--- src/rtl/core/tkg_pkg.sv ---
// ----------------------------------------------------------------------------
// tkg_pkg: shared types and constants of the telemetry KLV position extractor
// Holds the request structs, KLV keys and type codes, and the parameter defaults.
// ----------------------------------------------------------------------------
package tkg_pkg;

	localparam int SCALE_ENTRIES_DEF = 5;
	localparam int FRACTION_BITS_DEF = 32;

	localparam logic [31:0] KEY_GPSF    = 32'h47505346;
	localparam logic [31:0] KEY_GPS5    = 32'h47505335;
	localparam logic [31:0] KEY_SCAL    = 32'h5343414C;
	localparam logic [7:0]  TYPE_NEST   = 8'h00;
	localparam logic [7:0]  TYPE_ULONG  = 8'h4C;
	localparam logic [7:0]  TYPE_USHORT = 8'h53;
	localparam logic [7:0]  TYPE_SSHORT = 8'h73;
	localparam logic [7:0]  TYPE_UTC    = 8'h55;
	localparam logic [3:0]  ELEM_IDX_MAX = 4'd15;

	typedef struct packed {
		logic [7:0] data_byte;
		logic       packet_end;
	} in_req_t;

	typedef struct packed {
		logic [31:0]        gps_fix;
		logic signed [63:0] latitude_q;
		logic signed [63:0] longitude_q;
		logic signed [63:0] elevation_q;
		logic               position_seen;
		logic [6:0]         utc_year;
		logic [6:0]         utc_month;
		logic [6:0]         utc_day;
		logic [6:0]         utc_hour;
		logic [6:0]         utc_minute;
		logic [6:0]         utc_second;
		logic [9:0]         utc_millis;
	} out_req_t;

	// Start request and result of the shared divider.
	typedef struct packed {
		logic        start;
		logic [31:0] raw;
		logic [31:0] scale;
	} div_cmd_t;

	typedef struct packed {
		logic        done;
		logic [63:0] quot;
	} div_rsp_t;

	function automatic logic [3:0] digit_val(input logic [7:0] c);
		logic [7:0] d;
		d = c - 8'h30;
		return (c >= 8'h30 && c <= 8'h39) ? d[3:0] : 4'd0;
	endfunction

endpackage

--- src/rtl/core/tkg_divider.sv ---
// ----------------------------------------------------------------------------
// tkg_divider: shared restoring divider, one quotient bit per cycle
// Computes sign(raw) * ((|raw| << FRACTION_BITS) / scale), saturating when scale is zero.
// ----------------------------------------------------------------------------
module tkg_divider #(
	parameter int FRACTION_BITS = tkg_pkg::FRACTION_BITS_DEF
) (
	input  logic            clk,
	input  logic            arst_n,
	input  tkg_pkg::div_cmd_t cmd,
	output tkg_pkg::div_rsp_t rsp
);
	localparam int NB = 32 + FRACTION_BITS;
	localparam int CW = $clog2(NB + 1);

	logic [NB-1:0] num_q;
	logic [NB-1:0] quo_q;
	logic [32:0]   rem_q;
	logic [31:0]   scale_q;
	logic          neg_q;
	logic [CW-1:0] cnt_q;
	logic          busy_q;
	logic          done_q;
	logic [63:0]   res_q;

	logic [32:0] trial;
	logic [32:0] diff;
	logic [31:0] mag;
	logic [63:0] qext;

	assign mag   = cmd.raw[31] ? (~cmd.raw + 32'd1) : cmd.raw;
	assign trial = {rem_q[31:0], num_q[NB-1]};
	assign diff  = trial - {1'b0, scale_q};
	assign qext  = 64'(quo_q);

	always_ff @(posedge clk or negedge arst_n) begin
		if (!arst_n) begin
			busy_q <= 1'b0;
			done_q <= 1'b0;
			cnt_q  <= '0;
		end else begin
			done_q <= 1'b0;
			if (cmd.start) begin
				neg_q   <= cmd.raw[31];
				scale_q <= cmd.scale;
				num_q   <= {mag, {FRACTION_BITS{1'b0}}};
				rem_q   <= '0;
				quo_q   <= '0;
				cnt_q   <= CW'(NB);
				if (cmd.scale == 32'd0) begin
					busy_q <= 1'b0;
					done_q <= 1'b1;
					if (cmd.raw == 32'd0) begin
						res_q <= 64'd0;
					end else if (cmd.raw[31]) begin
						res_q <= 64'h8000000000000000;
					end else begin
						res_q <= 64'h7FFFFFFFFFFFFFFF;
					end
				end else begin
					busy_q <= 1'b1;
				end
			end else if (busy_q) begin
				if (cnt_q == '0) begin
					busy_q <= 1'b0;
					done_q <= 1'b1;
					res_q  <= neg_q ? (64'd0 - qext) : qext;
				end else begin
					num_q <= {num_q[NB-2:0], 1'b0};
					if (!diff[32]) begin
						rem_q <= diff;
						quo_q <= {quo_q[NB-2:0], 1'b1};
					end else begin
						rem_q <= trial;
						quo_q <= {quo_q[NB-2:0], 1'b0};
					end
					cnt_q <= cnt_q - CW'(1);
				end
			end
		end
	end

	assign rsp.done = done_q;
	assign rsp.quot = res_q;
endmodule

--- src/rtl/core/telemetry_klv_gps_extractor_core.sv ---
// ----------------------------------------------------------------------------
// telemetry_klv_gps_extractor_core: KLV telemetry parser with GPS extraction
// Walks KLV headers byte by byte, captures scales, fix, first GPS5 sample and
// the UTC digits, and on the packet end emits fixed-point position quotients.
// ----------------------------------------------------------------------------
// Channel | Direction | Handshake           | Payload
// in      | input     | in_valid / in_stall   | tkg_pkg::in_req_t (byte, last)
// out     | output    | out_valid / out_stall | tkg_pkg::out_req_t (result)
//
// An ordinary byte is parsed in the cycle it is accepted, so bytes may follow
// back to back. A byte marked as the packet end starts three divisions on the
// one shared divider, one after another, at one quotient bit a cycle; the
// result is registered once the third quotient has come back. A division
// by a zero scale saturates at once.
// Input stalls until all three are done and the result is registered.
// The result waits in an output register while the next packet streams in;
// a new packet end stalls only if that register is still full.
// Reset clears all parse state and loads the UTC digits with ASCII zeros.
// ----------------------------------------------------------------------------
module telemetry_klv_gps_extractor_core #(
	parameter int SCALE_ENTRIES = tkg_pkg::SCALE_ENTRIES_DEF,
	parameter int FRACTION_BITS = tkg_pkg::FRACTION_BITS_DEF
) (
	input  logic               clk,
	input  logic               arst_n,
	input  logic               in_valid,
	output logic               in_stall,
	input  tkg_pkg::in_req_t   in_data,
	output logic               out_valid,
	input  logic               out_stall,
	output tkg_pkg::out_req_t  out_data
);
	localparam int SW = $clog2(SCALE_ENTRIES);

	typedef enum logic [1:0] {ST_PARSE, ST_DIV, ST_WAIT} state_t;

	state_t       state_q;
	logic [1:0]   div_sel_q;
	logic         div_go_q;

	logic [63:0]  hdr_q;
	logic [2:0]   hdr_pos_q;
	logic [23:0]  remain_q;
	logic [1:0]   pad_q;
	logic [2:0]   ebp_q;
	logic [31:0]  eshift_q;
	logic [3:0]   eidx_q;
	logic [4:0]   utc_off_q;
	logic [31:0]  scale_q [SCALE_ENTRIES];
	logic [31:0]  fix_q;
	logic [31:0]  raw_q [3];
	logic [31:0]  pscale_q [3];
	logic         pflag_q;
	logic [7:0]   utc_q [16];

	// Snapshot of the finished packet, divided while the input is stalled.
	logic [31:0]  snap_raw_q [3];
	logic [31:0]  snap_scale_q [3];
	logic [63:0]  quot_q [2];
	tkg_pkg::out_req_t res_q;
	tkg_pkg::out_req_t out_q;
	logic         out_valid_q;

	tkg_pkg::div_cmd_t div_cmd;
	tkg_pkg::div_rsp_t div_rsp;

	logic         take;
	logic [31:0]  key;
	logic [7:0]   typ;
	logic [63:0]  nhdr;
	logic [1:0]   npad;
	logic [2:0]   width;
	logic [31:0]  nes;

	tkg_divider #(.FRACTION_BITS(FRACTION_BITS)) u_div (
		.clk(clk), .arst_n(arst_n), .cmd(div_cmd), .rsp(div_rsp)
	);

	assign in_stall  = (state_q != ST_PARSE) || (in_data.packet_end && out_valid_q);
	assign take      = in_valid && !in_stall;
	assign key       = hdr_q[63:32];
	assign typ       = hdr_q[31:24];
	assign nhdr      = {hdr_q[55:0], in_data.data_byte};
	assign npad      = 2'(3'd4 - {1'b0, 2'(nhdr[23:16] * nhdr[1:0])});
	assign width     = (key == tkg_pkg::KEY_SCAL &&
		(typ == tkg_pkg::TYPE_USHORT || typ == tkg_pkg::TYPE_SSHORT)) ? 3'd2 : 3'd4;
	assign nes       = {eshift_q[23:0], in_data.data_byte};

	assign div_cmd.start = div_go_q;
	assign div_cmd.raw   = snap_raw_q[div_sel_q];
	assign div_cmd.scale = snap_scale_q[div_sel_q];

	always_ff @(posedge clk or negedge arst_n) begin
		if (!arst_n) begin
			state_q   <= ST_PARSE;
			div_sel_q <= 2'd0;
			div_go_q  <= 1'b0;
			out_valid_q <= 1'b0;
			hdr_q     <= '0;
			hdr_pos_q <= '0;
			remain_q  <= '0;
			pad_q     <= '0;
			ebp_q     <= '0;
			eshift_q  <= '0;
			eidx_q    <= '0;
			utc_off_q <= '0;
			fix_q     <= '0;
			pflag_q   <= 1'b0;
			for (int i = 0; i < SCALE_ENTRIES; i++) scale_q[i] <= 32'd1;
			for (int i = 0; i < 3; i++) begin
				raw_q[i] <= '0;
				pscale_q[i] <= 32'd1;
			end
			for (int i = 0; i < 16; i++) utc_q[i] <= 8'h30;
		end else begin
			div_go_q <= 1'b0;
			if (out_valid_q && !out_stall) out_valid_q <= 1'b0;
			if (take) begin
				if (remain_q == 24'd0) begin
					hdr_q     <= nhdr;
					hdr_pos_q <= hdr_pos_q + 3'd1;
					if (hdr_pos_q == 3'd7 && nhdr[31:24] != tkg_pkg::TYPE_NEST) begin
						pad_q     <= npad;
						remain_q  <= 24'(nhdr[23:16]) * 24'(nhdr[15:0]) + 24'(npad);
						ebp_q     <= '0;
						eshift_q  <= '0;
						eidx_q    <= '0;
						utc_off_q <= '0;
						if (nhdr[63:32] == tkg_pkg::KEY_GPS5 && nhdr[15:0] != 16'd0) begin
							for (int i = 0; i < 3; i++) begin
								raw_q[i]    <= '0;
								pscale_q[i] <= scale_q[i];
							end
							pflag_q <= 1'b1;
						end
					end
				end else begin
					if (remain_q > 24'(pad_q)) begin
						if (typ == tkg_pkg::TYPE_UTC && !utc_off_q[4]) begin
							utc_q[utc_off_q[3:0]] <= in_data.data_byte;
							utc_off_q <= utc_off_q + 5'd1;
						end
						if (ebp_q + 3'd1 >= width) begin
							ebp_q    <= '0;
							eshift_q <= '0;
							if (key == tkg_pkg::KEY_SCAL) begin
								if (32'(eidx_q) < SCALE_ENTRIES)
									scale_q[eidx_q[SW-1:0]] <= nes;
							end else if (key == tkg_pkg::KEY_GPSF) begin
								if (typ == tkg_pkg::TYPE_ULONG && eidx_q == 4'd0)
									fix_q <= nes;
							end else if (key == tkg_pkg::KEY_GPS5) begin
								if (eidx_q < 4'd3) raw_q[eidx_q[1:0]] <= nes;
							end
							if (eidx_q != tkg_pkg::ELEM_IDX_MAX) eidx_q <= eidx_q + 4'd1;
						end else begin
							ebp_q    <= ebp_q + 3'd1;
							eshift_q <= nes;
						end
					end
					remain_q <= remain_q - 24'd1;
				end
				if (in_data.packet_end) begin
					// Snapshot after this byte's effect, computed from the same inputs.
					snap_raw_q   <= raw_q;
					snap_scale_q <= pscale_q;
					if (remain_q == 24'd0 && hdr_pos_q == 3'd7 &&
						nhdr[31:24] != tkg_pkg::TYPE_NEST &&
						nhdr[63:32] == tkg_pkg::KEY_GPS5 && nhdr[15:0] != 16'd0) begin
						for (int i = 0; i < 3; i++) begin
							snap_raw_q[i]   <= '0;
							snap_scale_q[i] <= scale_q[i];
						end
					end else if (remain_q != 24'd0 && remain_q > 24'(pad_q) &&
						key == tkg_pkg::KEY_GPS5 && ebp_q + 3'd1 >= width && eidx_q < 4'd3) begin
						snap_raw_q[eidx_q[1:0]] <= nes;
					end
					res_q.gps_fix <= fix_q;
					if (remain_q != 24'd0 && remain_q > 24'(pad_q) &&
						key == tkg_pkg::KEY_GPSF && typ == tkg_pkg::TYPE_ULONG &&
						ebp_q + 3'd1 >= width && eidx_q == 4'd0)
						res_q.gps_fix <= nes;
					res_q.position_seen <= pflag_q || (remain_q == 24'd0 && hdr_pos_q == 3'd7
						&& nhdr[31:24] != tkg_pkg::TYPE_NEST
						&& nhdr[63:32] == tkg_pkg::KEY_GPS5 && nhdr[15:0] != 16'd0);
					// packet state clears
					hdr_q     <= '0;
					hdr_pos_q <= '0;
					remain_q  <= '0;
					pad_q     <= '0;
					ebp_q     <= '0;
					eshift_q  <= '0;
					eidx_q    <= '0;
					utc_off_q <= '0;
					fix_q     <= '0;
					pflag_q   <= 1'b0;
					for (int i = 0; i < SCALE_ENTRIES; i++) scale_q[i] <= 32'd1;
					for (int i = 0; i < 3; i++) begin
						raw_q[i] <= '0;
						pscale_q[i] <= 32'd1;
					end
					div_sel_q <= 2'd0;
					div_go_q  <= 1'b1;
					state_q   <= ST_DIV;
				end
			end
			case (state_q)
				ST_PARSE: ;
				ST_DIV: begin
					state_q <= ST_WAIT;
					// UTC digits settle in the cycle after the last byte was written.
					res_q.utc_year   <= 7'(tkg_pkg::digit_val(utc_q[0]) * 10
						+ tkg_pkg::digit_val(utc_q[1]));
					res_q.utc_month  <= 7'(tkg_pkg::digit_val(utc_q[2]) * 10
						+ tkg_pkg::digit_val(utc_q[3]));
					res_q.utc_day    <= 7'(tkg_pkg::digit_val(utc_q[4]) * 10
						+ tkg_pkg::digit_val(utc_q[5]));
					res_q.utc_hour   <= 7'(tkg_pkg::digit_val(utc_q[6]) * 10
						+ tkg_pkg::digit_val(utc_q[7]));
					res_q.utc_minute <= 7'(tkg_pkg::digit_val(utc_q[8]) * 10
						+ tkg_pkg::digit_val(utc_q[9]));
					res_q.utc_second <= 7'(tkg_pkg::digit_val(utc_q[10]) * 10
						+ tkg_pkg::digit_val(utc_q[11]));
					res_q.utc_millis <= 10'(tkg_pkg::digit_val(utc_q[13]) * 100
						+ tkg_pkg::digit_val(utc_q[14]) * 10
						+ tkg_pkg::digit_val(utc_q[15]));
				end
				ST_WAIT: begin
					if (div_rsp.done) begin
						if (div_sel_q == 2'd2) begin
							out_q <= '{gps_fix: res_q.gps_fix,
								latitude_q: quot_q[0], longitude_q: quot_q[1],
								elevation_q: div_rsp.quot,
								position_seen: res_q.position_seen,
								utc_year: res_q.utc_year, utc_month: res_q.utc_month,
								utc_day: res_q.utc_day, utc_hour: res_q.utc_hour,
								utc_minute: res_q.utc_minute,
								utc_second: res_q.utc_second,
								utc_millis: res_q.utc_millis};
							out_valid_q <= 1'b1;
							state_q     <= ST_PARSE;
						end else begin
							quot_q[div_sel_q[0]] <= div_rsp.quot;
							div_sel_q <= div_sel_q + 2'd1;
							div_go_q  <= 1'b1;
						end
					end
				end
				default: state_q <= ST_PARSE;
			endcase
		end
	end

	assign out_valid = out_valid_q;
	assign out_data  = out_q;
endmodule

--- config.mk ---
export PLATFORM = sky130hd
export DESIGN_NAME = telemetry_klv_gps_extractor_core
export DESIGN_NICKNAME = d
export VERILOG_FILES = /design/src/rtl/core/tkg_pkg.sv /design/src/rtl/core/tkg_divider.sv /design/src/rtl/core/telemetry_klv_gps_extractor_core.sv
export SDC_FILE = /design/constraint.sdc
export NUM_CORES = 2
export LEC_CHECK = 0
export BUFFER_PORTS_ARGS = -buffer_cell sky130_fd_sc_hd__buf_2
export CORE_MARGIN = 3
export CORE_UTILIZATION = 62
export DETAILED_ROUTE_END_ITERATION = 10
export HOLD_SLACK_MARGIN = 0.12
export PLACE_DENSITY = 0.8
export REMOVE_ABC_BUFFERS = 1
export SLEW_MARGIN = 0
export SYNTH_ARGS = -nofsm -noshare
export SYNTH_HDL_FRONTEND = slang
export SYNTH_SLANG_ARGS = --single-unit
--- constraint.sdc ---
create_clock -name clk -period 19.93 [get_ports clk]
set_input_delay 0.9965 -clock clk [delete_from_list [all_inputs] [get_ports clk]]
set_output_delay 0.9965 -clock clk [all_outputs]
set_load 0.02 [all_outputs]
==> metrics.txt <==
status complete, no violations; Max Cap Viol 0; Leak Pwr 32.16 nW; Die X 340.6 microns; crit share post-route 30.10%; synth cell count leaders edfxtp_1 (939), nand2_1 (690), dfrtp_1 (549), o21ai_0 (401), nor2_1 (271); Final setup viols 0; H-tree depth 4; Hold Path Origin quot_q[1][55]; Seq/Total Area, Yosys 61.79%; CTS buffer count 151; largest net degree at the start of global routing 158; via count 44190; Slew headroom 14.58%; Post-synth ARST share 38.39%; CTS tree built; Yosys cell types 85; first-pass GRT wire length 243.6 mm; worst vdd ir 0.07808 mV; fin nets 5949; routed len/inst 20.87 microns; Initial Util 62.62%; cell area after synthesis 69400 sq um; GPL Wtd Cong 0.8486; initial antenna violation count 3; drt first pass iters 7; number of DRC markers in iteration 0 4071; final wirelength 152.2 mm; Yosys warnings 0; Pwr per Cell Area 111.6 nW/um^2; Max stage delay on crit path 0.65 ns; pre-CTS setup slack 13.19 ns; Hold Crit Depth 0; Global Route Usage Sum 26.27%; final setup margin 13.93 ns; Clock Latency Late Sink 0.77 ns; Area Growth Syn to Fin 11.04%; clk root buf clkbuf_16; Post-synth EDFFs 939; Slew @ Worst Pin 1.277 ns; crit path launch type input pin; worst hold slack 0.3989 ns; DRC viols 0; Detailed Place HPWL 92.51 mm; synthesized instance count 5514; Total Neg Setup Slack 0 ns; kind of critical path input pin to flop; CP startpoint in_data[2]; Req. time, crit path 20.57 ns; Core Region 110800 sq um; Yosys top cell by area edfxtp_1; flops & latches, synth 1524; worst hold path class flop to flop; R2R cell count 17; clock sinks 1524; Crit-path slowest cell buf_2; final-report hold violation count 0; GRT Residual Overflow 0; Setup Skew 0.03502 ns; vias in the first global route 44290; die area 116000 sq um; Synth Flop Type edfxtp_1; reg-to-reg critical path startpoint hdr_q[10]; placed cells 7013; share of cells above drive strength 1 15.65%; ant diodes 0; PortBufs 291; Slew Limit Fails 0; Avg Cell Area, Syn 12.59 sq um; most frequent cell on the critical path fa_1; io pins 292; Max Clock Freq 166.7 MHz; Critical Path Fanout Max 39; die height 340.6 microns; non-filler instance count after layout 7295; Via density 6.058; clock-pin slew on the worst setup and hold paths 0.06 ns; WP data arrival 6.64 ns; clk buf depth 3; count leader, synth edfxtp_1; crit end category flop; unrepaired setup endpoints after global routing no; Cell Rows 122; CP cell instances buf_2, and2_1, fa_1, fa_1, fa_1, inv_1, fa_1, inv_1, ha_1, a2111oi_0, o21ai_0, a41oi_1, a31oi_1, a31oi_1, a21oi_1, xnor2_1, a21oi_1, a221o_1; largest cells by area after synthesis edfxtp_1 (41%), dfrtp_1 (20%), mux2_2 (3.8%), nand2_1 (3.7%), a22o_1 (3.2%); Antenna Nets Post-Route 0; share of the synthesized area in the top cell type 40.63%; Tmin final 6.000 ns
critical path: cells and delay by family:
kind,cells,cell delay [ns]
adders and majority gates,5,2.36
xor gates and xnor gates,1,0.18
buffers and inverters,3,0.75
and+or+nand+nor,1,0.26
AOI/OAI and AO/OA,8,2.07
cell families after synthesis:
logic type      synth area share, %
compound gates                10.13
xor+xnor                      2.221
fa+ha+maj                     5.748
buf+inv                       3.278
flops                         61.79
mux                           7.248
simple gates                  9.579
stage by stage:
stage	power [mW]	cell area [sq um]	utilization, %
2_1_floorplan	5.240	68010	-
3_3_place_gp	5.686	71970	64.94
3_5_place_dp	5.761	71970	64.94
4_1_cts	8.636	77060	69.53
5_1_grt	9.002	77060	69.53
6_report	8.598	77060	69.53
power breakdown:
| group | total [mW] | switching (mW) | leakage (nW) | internal [mW] |
|---|---|---|---|---|
| sequential | 4.14 | 0.359 | 16.6 | 3.78 |
| clock | 2.87 | 1.21 | 2.44 | 1.66 |
| combinational | 1.59 | 0.990 | 13.1 | 0.598 |
layout make-up:
cell class	count	area (sq um)
Clock inverter	62	774.5
Sequential cell	1524	42890
Multi-Input combinational cell	3414	24390
Inverter	236	885.9
Clock buffer	219	4300
Fill cell	7530	33770
Timing Repair Buffer	352	1952
Tap cell	1488	1862
layout by cell type, fill, tap and decap left out, types with 16 or more instances in the layout:
master,Yosys,routed
nor4_1,35,33
a21o_1,31,31
dfrtp_1,549,546
mux2i_1,222,222
clkbuf_8,0,16
a21oi_1,197,196
nor3_1,47,44
a211oi_1,34,34
fa_1,103,103
edfxtp_1,939,939
buf_4,2,58
o21ai_0,401,401
nor2_1,271,270
clkbuf_1,249,47
nand3_1,45,44
xnor2_1,89,89
nor2b_1,18,16
clkbuf_16,0,156
buf_2,72,290
or3_1,17,17
o31ai_1,20,20
ha_1,154,154
nand2_1,690,686
dfstp_2,36,36
nand2b_1,26,26
a22o_1,257,257
mux2_2,235,235
xor2_1,87,87
inv_1,235,234
and2_1,164,163
sequential cells by signal, summed over array words and instances, names as in the netlist, 85 cells and up:
signal / flops
res_q: 85
pscale_q: 96
quot_q: 128
utc_q: 120
snap_raw_q: 96
out_data: 277
raw_q: 96
scale_q: 96
snap_scale_q: 96
worst paths after layout:
kind / end / slack [ns]
worst min-delay path: out_data[172] / 0.40
max in group asynchronous: utc_q[58] / 16.32
worst max-delay path: remain_q[23] / 13.93
worst min register to register: out_data[172] / 0.40
worst max register to register: remain_q[23] / 14.10
min in group asynchronous: fix_q[14] / 0.71
what timing repair did:
action / in CTS / in global routing
setup buffers: 0 / 0
endpoints found under the hold margin: 25 / 0
setup endpoints to repair: 0 / 0
hold buffers: 1 / 0
resized for setup: 0 / 0
routing by layer:
| layer | part of all wire [%] | vias up | wire length [microns] | global-route usage (%) |
|---|---|---|---|---|
| met5 | 0.0079 | - | 12 | 0 |
| met4 | 2.6 | 2 | 3896 | 7.922 |
| met3 | 6.7 | 275 | 10210 | 4.420 |
| met2 | 49 | 1637 | 74450 | 43.28 |
| met1 | 42 | 22200 | 63650 | 36.31 |
| li1 | - | 20080 | - | - |
No activity file was read; power rests on OpenSTA's default activity.
